`src/design/cnb_pkg.sv`:
```
// Package for the categorical naive Bayes classifier.
// Holds the sequencer state type, the fixed-point constants and the op codes; no dependencies.
package cnb_pkg;

  // Sequencer states.
  typedef enum logic [3:0] {
    ST_IDLE,
    ST_CLR,
    ST_TRAIN,
    ST_RD,
    ST_DIV,
    ST_MUL,
    ST_NEXT,
    ST_CMP,
    ST_OUT
  } state_t;

  localparam int unsigned PROD_W   = 17;
  localparam int unsigned FRAC_W   = 16;
  localparam logic [PROD_W-1:0] Q_ONE    = 17'h10000;
  localparam logic [PROD_W-1:0] PROD_MAX = 17'h1FFFF;

  localparam logic OP_TRAIN = 1'b0;
  localparam logic OP_QUERY = 1'b1;

endpackage

```
`src/design/cnb_div.sv`:
```
// Restoring divider, one quotient bit per cycle, for the count / rows factor.
// Depends on cnb_pkg for the product width and saturation value.
module cnb_div #(
  parameter int unsigned CW = 16
) (
  input  logic                        clk,
  input  logic                        rst,
  input  logic                        start,
  input  logic [CW-1:0]               numer,
  input  logic [CW-1:0]               denom,
  output logic                        done,
  output logic [cnb_pkg::PROD_W-1:0]  quot
);
  localparam int unsigned NW = CW + cnb_pkg::FRAC_W;
  localparam int unsigned SW = $clog2(NW + 1);

  logic [NW-1:0] q;
  logic [CW:0]   rem;
  logic [CW-1:0] den;
  logic [SW-1:0] steps;
  logic          busy;
  logic [CW:0]   trial;
  logic [CW:0]   shifted;

  // Shift in the next dividend bit and try a subtract.
  always_comb begin
    shifted = {rem[CW-1:0], q[NW-1]};
    trial   = shifted - {1'b0, den};
  end

  always_ff @(posedge clk) begin
    if (rst) begin
      busy <= 1'b0;
      done <= 1'b0;
      steps <= '0;
    end else begin
      done <= 1'b0;
      if (start) begin
        busy  <= 1'b1;
        steps <= SW'(NW);
      end else if (busy) begin
        steps <= steps - 1'b1;
        if (steps == SW'(1)) begin
          busy <= 1'b0;
          done <= 1'b1;
        end
      end
    end
  end

  always_ff @(posedge clk) begin
    if (start) begin
      q   <= {numer, {cnb_pkg::FRAC_W{1'b0}}};
      rem <= '0;
      den <= denom;
    end else if (busy) begin
      if (!trial[CW]) begin
        rem <= trial;
        q   <= {q[NW-2:0], 1'b1};
      end else begin
        rem <= shifted;
        q   <= {q[NW-2:0], 1'b0};
      end
    end
  end

  // Saturate the quotient to the product range; a zero divisor gives zero.
  always_comb begin
    if (den == '0) begin
      quot = '0;
    end else if (q[NW-1:cnb_pkg::PROD_W] != '0) begin
      quot = cnb_pkg::PROD_MAX;
    end else begin
      quot = q[cnb_pkg::PROD_W-1:0];
    end
  end
endmodule

```
`config.mk`:
```
export PLATFORM = sky130hd
export DESIGN_NAME = cnb_div
export DESIGN_NICKNAME = d
export VERILOG_FILES = /design/src/design/cnb_pkg.sv /design/src/design/cnb_div.sv
export SDC_FILE = /design/constraint.sdc
export NUM_CORES = 1
export LEC_CHECK = 0
export ABC_AREA = 1
export ABC_CLOCK_PERIOD_IN_PS = 4400
export BUFFER_PORTS_ARGS = -buffer_cell sky130_fd_sc_hd__buf_2
export CAP_MARGIN = 20
export CORE_MARGIN = 2
export CORE_UTILIZATION = 60
export CTS_CLUSTER_DIAMETER = 80
export DETAILED_ROUTE_END_ITERATION = 16
export PLACE_DENSITY = 0.82
export SYNTH_ARGS = -nofsm -noshare
export SYNTH_HDL_FRONTEND = slang
export SYNTH_SLANG_ARGS = --single-unit
```
`constraint.sdc`:
```
create_clock -name clk -period 4.4 [get_ports clk]
set_clock_uncertainty 0.05 [all_clocks]
set_input_delay 0.22 -clock clk [delete_from_list [all_inputs] [get_ports clk]]
set_output_delay 0.22 -clock clk [all_outputs]
set_load 0.02 [all_outputs]
```
After elaboration in Yosys (flattened, before gate mapping). Index checks and enable logic that the tools add are counted.

Memory bits (writable): 0. Latch bits: 0. Logic and storage cells: 29. Bits in registers: 72. Output and inout port bits: 18. Bits in read-only memories: 0. Memories: 0.

Bitwise logic cells: 1. Magnitude comparators: 0. Shift-type cells: 0. $add $sub $neg: 2. Multiply operators: 0. Muxes and demuxes: 12. Divide/modulo/power cells: 0. Reductions and logical operators: 5. Eq/ne operators: 1.

Operators with widths (count): 32-bit 2-to-1 mux (2); 17-bit 2-to-1 mux (2); 17-bit by 16-bit subtractor with 17-bit output (1); 16-bit logical NOT (1); 16-bit 2-to-1 mux (1); 15-bit nonzero test (1); 6-bit 2-to-1 mux (2); 6-bit by 1-bit == test with 1-bit output, second input constant (1); 6-bit by 1-bit subtractor with 6-bit output, second input constant (1); 1-bit 2-to-1 mux (5); 3-bit OR reduction (1); 2-bit nonzero test (1); 2-bit OR reduction (1); 1-bit NOT (1).

Longest topological paths before layout. Gate-level depths: netlist (run 1).

Word-level depth: 4. Depth in mapped cells: 17. Gate-level depth less buffers: 16.

Least setup slack after synthesis (run 1). No wires, ideal clock.

Kind: register -> register. Start: register q[31]. End: register rem[0]. Slack: 2.337 ns. Library setup time: 0.114 ns. Data required time: 4.236 ns. Data arrival time: 1.899 ns. Stages on the path, launching flop included: 17. Cell sequence: edfxtp_1 > inv_1 > ha_1 > fa_1 > inv_1 > nand2_1 > nand2_1 > nand3_1 > nand2_2 > nand2_4 > nand2_4 > nand2_2 > nand2_4 > buf_6 > nand2_1 > nand3_1 > nand2_1.

Longest elaborated chain between the ends: 2.

RTL lines: start, declared (RTL line cnb_div.sv:17) `logic [NW-1:0] q;`; start signal, assigned (RTL line cnb_div.sv:53) `q <= {numer, {cnb_pkg::FRAC_W{1'b0}}};`; start signal, assigned (RTL line cnb_div.sv:59) `q <= {q[NW-2:0], 1'b1};`; start signal, assigned (RTL line cnb_div.sv:62) `q <= {q[NW-2:0], 1'b0};`; 17-bit by 16-bit subtractor with 17-bit output (RTL line cnb_div.sv:28) `trial = shifted - {1'b0, den};`; 16-bit 2-to-1 mux (*) (RTL line cnb_div.sv:57) `if (!trial[CW]) begin`; end signal, assigned (RTL line cnb_div.sv:58) `rem <= trial;`; end signal, assigned (RTL line cnb_div.sv:61) `rem <= shifted;`; end, declared (RTL line cnb_div.sv:18) `logic [CW:0] rem;`.

Every way passes the cells marked *; elsewhere a longest branch is shown, timed or not. A chain may end at the register's enable or synchronous reset.

==> results of run 1 <==
==> sequential cells by signal (all words and copies together) (netlist names) <==
signal and cells:
q 32, den 16, rem 16, steps 6
busy 1, done 1
==> cell type report <==
class	instances	area (µm²)	area share, %
Tap cell	80	100.1	2.102
Clock buffer	11	173.9	3.653
Timing Repair Buffer	69	427.9	8.988
Sequential cell	72	1762	37.00
Inverter	111	416.7	8.752
Multi-Input combinational cell	353	1848	38.82
Clock inverter	5	32.53	0.6833
==> how the worst min path moves through the flow <==
stage                   start  endpoint  slack (ns)  cells after the start
CTS                       rst      busy       0.004                      2
global route              rst      busy        0.03                      2
finish                    rst      busy        0.03                      2
detailed placement  denom[14]   den[14]        0.35                      1
floorplan                 rst      busy        0.25                      1
global placement     denom[5]    den[5]        0.35                      1
==> what timing repair did <==
item                      CTS  global route
hold buffers               16             0
hold endpoints to repair   16             0
buffers inserted            0             0
resized for setup           0             0
==> per-layer routing <==
layer / up-vias / GRT usage (%) / part of all wire [%]
met5: - / 0 / 0
met4: 0 / 9.517 / 1.8
met3: 16 / 4.000 / 4.6
met2: 115 / 45.31 / 49
met1: 1727 / 34.18 / 44
li1: 1870 / - / -
==> kinds of logic after synthesis <==
group / Yosys count / share of synthesized area, %
AOI/OAI and AO/OA: 58 / 8.685
xor gates and xnor gates: 6 / 1.284
adders and majority gates: 19 / 5.994
buffers and inverters: 123 / 11.83
DFF: 72 / 43.06
and+or+nand+nor: 270 / 29.14
==> cell usage in the layout, fill, tap and decap left out, drive strengths merged <==
cell           n
a211oi         2
a21o           1
a21oi         11
a22o           6
and2           3
and3           1
buf           53
clkbuf        11
clkinv         3
clkinvlp       1
dfxtp         40
dlygate4sd3   16
edfxtp        32
fa             1
ha            18
inv          112
nand2        196
nand3         31
nand3b         2
nand4          3
nor2          18
nor3           6
nor3b          3
nor4           7
o21ai         21
o21bai         2
o22ai         15
xnor2          1
xor2           5
==> per-stage QoR <==
stage	hold slack [ns]	setup slack, ns	instance area [µm²]	instances	power [µW]
after detailed placement	0.3487	1.477	4394	669	918.7
after global placement	0.3484	1.626	4394	669	912.4
after global routing	0.03341	1.441	4761	701	1502
after floorplan	0.2485	2.337	4091	548	867.5
after CTS	0.003888	1.750	4761	701	1452
final	0.02658	1.723	4761	701	1454
==> power by group through the flow <==
stage	logic, µW	registers [µW]	clock network, µW
floorplan	105	762	0
global route	183	758	560
CTS	162	754	536
detailed placement	150	769	0
global placement	145	767	0
finish	164	755	535
==> qor.yml, run 1 <==
area_growth_pct: 16.36
ys_top_cells_by_area: "edfxtp_1 (23%), dfxtp_1 (20%), nand2_1 (17%)"
crit_chain: "nor2_2, clkinv_1, o22ai_1"
crit_end: "q[7]"
p_sw_uw: 382.6
power.density_nw_per_um2: 305.4
worst_r2r_path_depth: 3
slew_headroom_pct: 33.04
cts_sinks: 72
critPathRequiredTime_ns: 4.59
grt_pass1_wl_um: 15620
die-area_um2: 7495
first_pass_iters: 5
avgSynthCellArea_um2: 7.466
r2r_slack_ns: 1.72
slew_viol_final: 0
end_kind: "register"
port_buffers: 52
swShare_pct: 26.32
drt-total-wl_um: 9412
timing.rr.start: "busy"
yosysTopAreaCell: "edfxtp_1"
cts_tree: "done"
finalCritPeriodShare_pct: 60.84
outcome: "completed"
drtIter0Drc: 200
p_int_uw: 1071
worstSetupPathDepth: 3
synthesis.nets: 602
cp_slowest_cell: "clkinv_1"
core_um2: 6681
finalCriticalPeriod_ns: 2.677
r2r-end: "q[7]"
via_per_inst: 5.318
p_leak_uw: 0.002375
crit_type: "reg -> reg"
cp.buffers_inverters: 1
vias: 3728
pwr-share-clk_pct: 36.8
die_h_um: 86.58
synthArstFlopShare_pct: 0
layout-drive-gt1-share_pct: 14.49
hpwl_um: 6536
crit_family: "buffers and inverters"
fin_nets: 670
max-clock-path-buffers: 2
cts_root_buffer: "clkbuf_8"
fmax_ghz: 0.3735
pwr-share-comb_pct: 11.3
ys.flop_type: "dfxtp_1"
synth_top_area_share_pct: 23.49
grt.total_usage_pct: 26.49
drc: 0
rsz0062_at_grt: "no"
gp_congestion: 0.8750
dieWidth_um: 86.58
num_io_pins: 53
clkTransAtPathRegs_ns: 0.08
cp-start-kind: "register"
grt_remaining_overflow: 0
numCtsBuffers: 9
grt_max_degree: 37
synth_area_um2: 4091
yosysMostFrequentCell: "nand2_1"
ys_warn_count: 0
syn_inst: 548
synth-edff-count: 32
htreeDepth: 3
fillers: 530
hold_class: "in -> reg"
synth_seq_cells: 72
cap_violations: 0
rows: 30
tightest_slew_ns: 0.9982
startpoint: "busy"
fin_util_pct: 71.25
ant_nets: 0
hold_viol: 0
arrival_ns: 2.87
grt_pass1_vias: 3514
pwr-share-seq_pct: 51.9
antenna_found_initial: 0
insertion_delay_ns: 0.36
netlist-cell-type-count: 36
crit_fanout: 33
synthTopCellsByCount: "nand2_1 (184), inv_1 (107), dfxtp_1 (40)"
finalSetupViolations: 0
antenna_cells: 0
start_util_pct: 61.24
peakVddDrop_mv: 0.2324
max_stage_delay_ns: 1.02
final.setup.tns_ns: 0
ys_seq_area_share_pct: 43.06
avgRoutedWirePerCell_um: 13.43
No activity file was read; power rests on OpenSTA's default activity.
==> inputs of run 2 (changes only) <==
- ABC_CLOCK_PERIOD_IN_PS: 4400 -> 2800
- CORE_UTILIZATION: 60 -> 58
- PLACE_DENSITY: 0.82 -> 0.8
- clock period: 4.4 -> 2.8 ns (I/O delays scaled with it)
==> qor.yml, run 2 (same netlist as run 1, synthesis figures left out) <==
busiest_layer: "met2"
start_util_pct: 60.22
largest-register: "q"
outcome: "completed"
gp_congestion: 0.9424
rows: 30
arrival_ns: 2.34
port_buffers: 52
die-area_um2: 7742
via_per_inst: 5.098
dieWidth_um: 87.99
tightest_slew_ns: 0.9916
grt_pass1_vias: 3467
core_um2: 6794
fin_ws_ns: 0.2692
pre_cts_ws_ns: 0.5530
hold_class: "in -> reg"
avgRoutedWirePerCell_um: 12.97
cp-start-kind: "register"
finalSetupViolations: 0
timing.rr.start: "q[31]"
hold_viol: 0
drt-total-wl_um: 9375
hold_depth: 3
vias: 3686
r2r_slack_ns: 0.52
layout_common_cells: "nand2_1 (184), inv_1 (107), buf_2 (52)"
ant_nets: 0
multiInputGateArea_um2: 1848
p_leak_uw: 0.002397
peakVddDrop_mv: 0.3760
drc: 0
cts_root_buffer: "clkbuf_8"
grt_util_met2_pct: 43.87
area_growth_pct: 17.61
slew_viol_final: 0
finalCriticalPeriod_ns: 2.531
num_io_pins: 53
numCtsBuffers: 9
top_regs: "q (32), den (16), rem (16)"
final_common_cell: "nand2_1"
power.density_nw_per_um2: 463.4
clkTransAtPathRegs_ns: 0.08
antenna_found_initial: 0
use_met3_pct: 4.713
cts_sinks: 72
final.setup.tns_ns: 0
die_h_um: 87.99
ff_latch_area_um2: 1762
crit_fanout: 17
finalCritPeriodShare_pct: 90.38
fin_util_pct: 70.83
grt_pass1_wl_um: 15530
critPathRequiredTime_ns: 2.61
grt_remaining_overflow: 0
max-clock-path-buffers: 2
cts_resized: 0
layout-drive-gt1-share_pct: 14.99
drtIter0Drc: 261
worst_r2r_path_depth: 16
hold_path.startpoint: "numer[9]"
use_met1_pct: 33.27
cap_violations: 0
antenna_cells: 0
cts_tree: "done"
fillers: 515
largest_reg_flops: 32
crit_type: "reg -> out"
fin_nets: 676
grt_max_degree: 36
htreeDepth: 3
slew_headroom_pct: 33.48
first_pass_iters: 8
fmax_ghz: 0.3951
end_kind: "output pin"
hpwl_um: 6451
whs_endpoint: "q[25]"
grt.total_usage_pct: 25.93
r2r-end: "rem[15]"
rsz0062_at_grt: "no"
insertion_delay_ns: 0.34
==> run 2: per-stage QoR <==
stage / instances / instance area, µm² / hold slack, ns / total power (µW)
finish: 723 / 4812 / 0.01470 / 2230
global route: 723 / 4812 / 0.02336 / 2313
CTS: 721 / 4797 / 0.0004114 / 2239
detailed placement: 687 / 4429 / 0.2682 / 1446
global placement: 687 / 4429 / 0.2675 / 1438
floorplan: 548 / 4091 / 0.1685 / 1363
==> run 2: timing repair <==
item | CTS | global route
setup endpoints to repair | 0 | 1
setup buffers | 0 | 2
endpoints found under the hold margin | 18 | 0
hold buffers | 18 | 0
==> run 2: how the worst max path moves through the flow <==
stage	from	end	slack, ns
3_5_place_dp	q[31]	rem[15]	0.55
6_report	den[6]	quot[7]	0.27
3_3_place_gp	q[31]	rem[15]	0.64
2_1_floorplan	q[31]	rem[0]	0.74
5_1_grt	den[6]	quot[7]	0.12
4_1_cts	q[24]	quot[5]	0.25
==> run 2: where the power goes <==
group / switching (µW) / leakage (µW) / total, µW / internal [µW]
Clock: 405 / 0.000102 / 781 / 376
Sequential: 31.8 / 0.000648 / 1190 / 1150
Combinational: 159 / 0.00165 / 264 / 104
Total: 596 / 0.00240 / 2230 / 1630
==> run 2: cell type report <==
| cell class | count | area share (%) |
|---|---|---|
| Clock buffer | 10 | 3.094 |
| Clock inverter | 6 | 0.8060 |
| Inverter | 111 | 8.658 |
| Multi-Input combinational cell | 353 | 38.40 |
| Sequential cell | 72 | 36.61 |
| Tap cell | 96 | 2.496 |
| Timing Repair Buffer | 75 | 9.932 |
==> run 2: metal layers <==
metal | vias up | wire (µm) | part of all wire [%]
met5 | - | 0 | 0
met4 | 0 | 143 | 1.5
met2 | 109 | 4668 | 50
li1 | 1880 | - | -
met3 | 16 | 426 | 4.5
met1 | 1681 | 4137 | 44
==> run 2: critical path: stages, from the launching register on <==
cell	delay (ns)
edfxtp_1	0.42
nor4_1	0.42
nand4_1	0.57
o21ai_0	0.33
inv_1	0.08
buf_2	0.17
==> inputs of run 3 (changes only) <==
- MAX_ROUTING_LAYER: unset -> met4
==> qor.yml, run 3 (same netlist as run 1, synthesis figures left out) <==
crit_type: "reg -> out"
whs_ns: -0.003106
critPathRequiredTime_ns: 2.61
htreeDepth: 3
hpwl_um: 6512
peakVddDrop_mv: 0.3831
slew_viol_final: 0
p_int_uw: 1647
grt_max_degree: 34
grt_pass1_wl_um: 15300
core_um2: 6794
ant_nets: 0
finalCriticalPeriod_ns: 2.554
fin_util_pct: 70.52
antenna_cells: 0
fmax_ghz: 0.3915
crit_fanout: 17
cp_slowest_cell: "nand4_1"
cts_root_buffer: "clkbuf_8"
drt-total-wl_um: 9328
layout_common_cells: "nand2_1 (184), inv_1 (107), buf_2 (52)"
power.density_nw_per_um2: 469.1
hold_class: "in -> reg"
use_met3_pct: 5.184
timing.rr.start: "den[0]"
largest_reg_flops: 32
swShare_pct: 26.74
num_io_pins: 53
pwr-share-clk_pct: 35.6
start_util_pct: 60.22
pwr-share-seq_pct: 52.8
finalCritPeriodShare_pct: 91.22
avgRoutedWirePerCell_um: 12.96
area_growth_pct: 17.09
final_common_cell: "nand2_1"
first_pass_iters: 5
p_leak_uw: 0.002386
largest-register: "q"
r2r-end: "rem[13]"
via_per_inst: 5.110
rsz0062_at_grt: "no"
crit_chain: "nor4_1, nand4_1, o21ai_0, inv_1, buf_2"
slew_headroom_pct: 33.54
end_kind: "output pin"
pwr-share-comb_pct: 11.6
cp-start-kind: "register"
r2r_slack_ns: 0.49
vias: 3679
p_sw_uw: 600.9
use_met1_pct: 33.11
outcome: "finished, violations left"
cts_sinks: 72
die_h_um: 87.99
busiest_layer: "met2"
violations: "negative hold slack"
numCtsBuffers: 9
hold_viol: 1
insertion_delay_ns: 0.36
cts_resized: 0
drc: 0
drtIter0Drc: 204
grt_pass1_vias: 3451
port_buffers: 52
die-area_um2: 7742
max-clock-path-buffers: 2
max_stage_delay_ns: 0.56
gp_congestion: 0.9707
crit_end: "quot[6]"
finalSetupViolations: 0
arrival_ns: 2.36
grt_remaining_overflow: 0
cts_tree: "done"
fin_nets: 673
startpoint: "q[24]"
worst_r2r_path_depth: 15
cap_violations: 0
clkTransAtPathRegs_ns: 0.10
grt_util_met2_pct: 42.15
rows: 30
grt.total_usage_pct: 26.20
tightest_slew_ns: 0.9908
antenna_found_initial: 0
final.setup.tns_ns: 0
dieWidth_um: 87.99
layout-drive-gt1-share_pct: 14.74
top_regs: "q (32), den (16), rem (16)"
==> run 3: changes by cell type in the layout (fill, tap and decap cells not counted), sizes merged <==
cell,before,now
clkbuf,10,11
buf,57,55
clkinv,5,3
dlygate4sd3,18,17
inv,112,113
==> run 3: timing repair <==
action | CTS | global route
hold endpoints to repair | 17 | 0
hold buffers | 17 | 0
setup buffers | 0 | 0
==> run 3: worst max-delay path, delay by kind of cell (launching register included) <==
family | cells | cell delay [ns]
AOI/OAI and AO/OA | 1 | 0.42
buffers and inverters | 2 | 0.24
DFF | 1 | 0.41
and+or+nand+nor | 2 | 0.94
==> run 3: routing by layer <==
layer	vias to the layer above	share of wire [%]	wire, µm
met5	-	0	0
met4	0	2.1	195
met3	24	4.4	413
met2	105	48	4474
met1	1671	45	4244
li1	1879	-	-
==> run 3: worst min-delay path by stage <==
stage	startpoint	to	cells after the start
final	numer[9]	q[25]	3
after detailed placement	denom[7]	den[7]	1
after CTS	numer[9]	q[25]	3
after global routing	numer[6]	q[22]	3
after floorplan	rst	busy	1
after global placement	denom[14]	den[14]	1
==> run 3: metrics by stage <==
stage               total power [µW]  hold slack, ns  setup slack, ns  instance area (µm²)  cells
floorplan                       1363          0.1685           0.7367                 4091    548
global placement                1438          0.2675           0.6339                 4429    687
finish                          2248       -0.003106           0.2457                 4791    720
CTS                             2244       0.0008726           0.2702                 4791    720
detailed placement              1447          0.2688           0.5466                 4429    687
global route                    2331        0.007582         0.003177                 4791    720
==> run 3: power by group through the flow <==
stage	Sequential (µW)	Combinational [µW]	Clock, µW
after floorplan	1200	166	0
after global placement	1210	232	0
after detailed placement	1210	238	0
after CTS	1190	258	801
after global routing	1190	292	847
final	1190	262	800
==> run 3: area by class of cell <==
| type | count | area, µm² |
|---|---|---|
| timing repair buffer | 72 | 452.9 |
| clock buffer | 11 | 156.4 |
| sequential | 72 | 1762 |
| clock inverter | 5 | 35.03 |
| tap | 96 | 120.1 |
| inverter | 111 | 416.7 |
| fill | 523 | 2003 |
| multi-input combinational | 353 | 1848 |
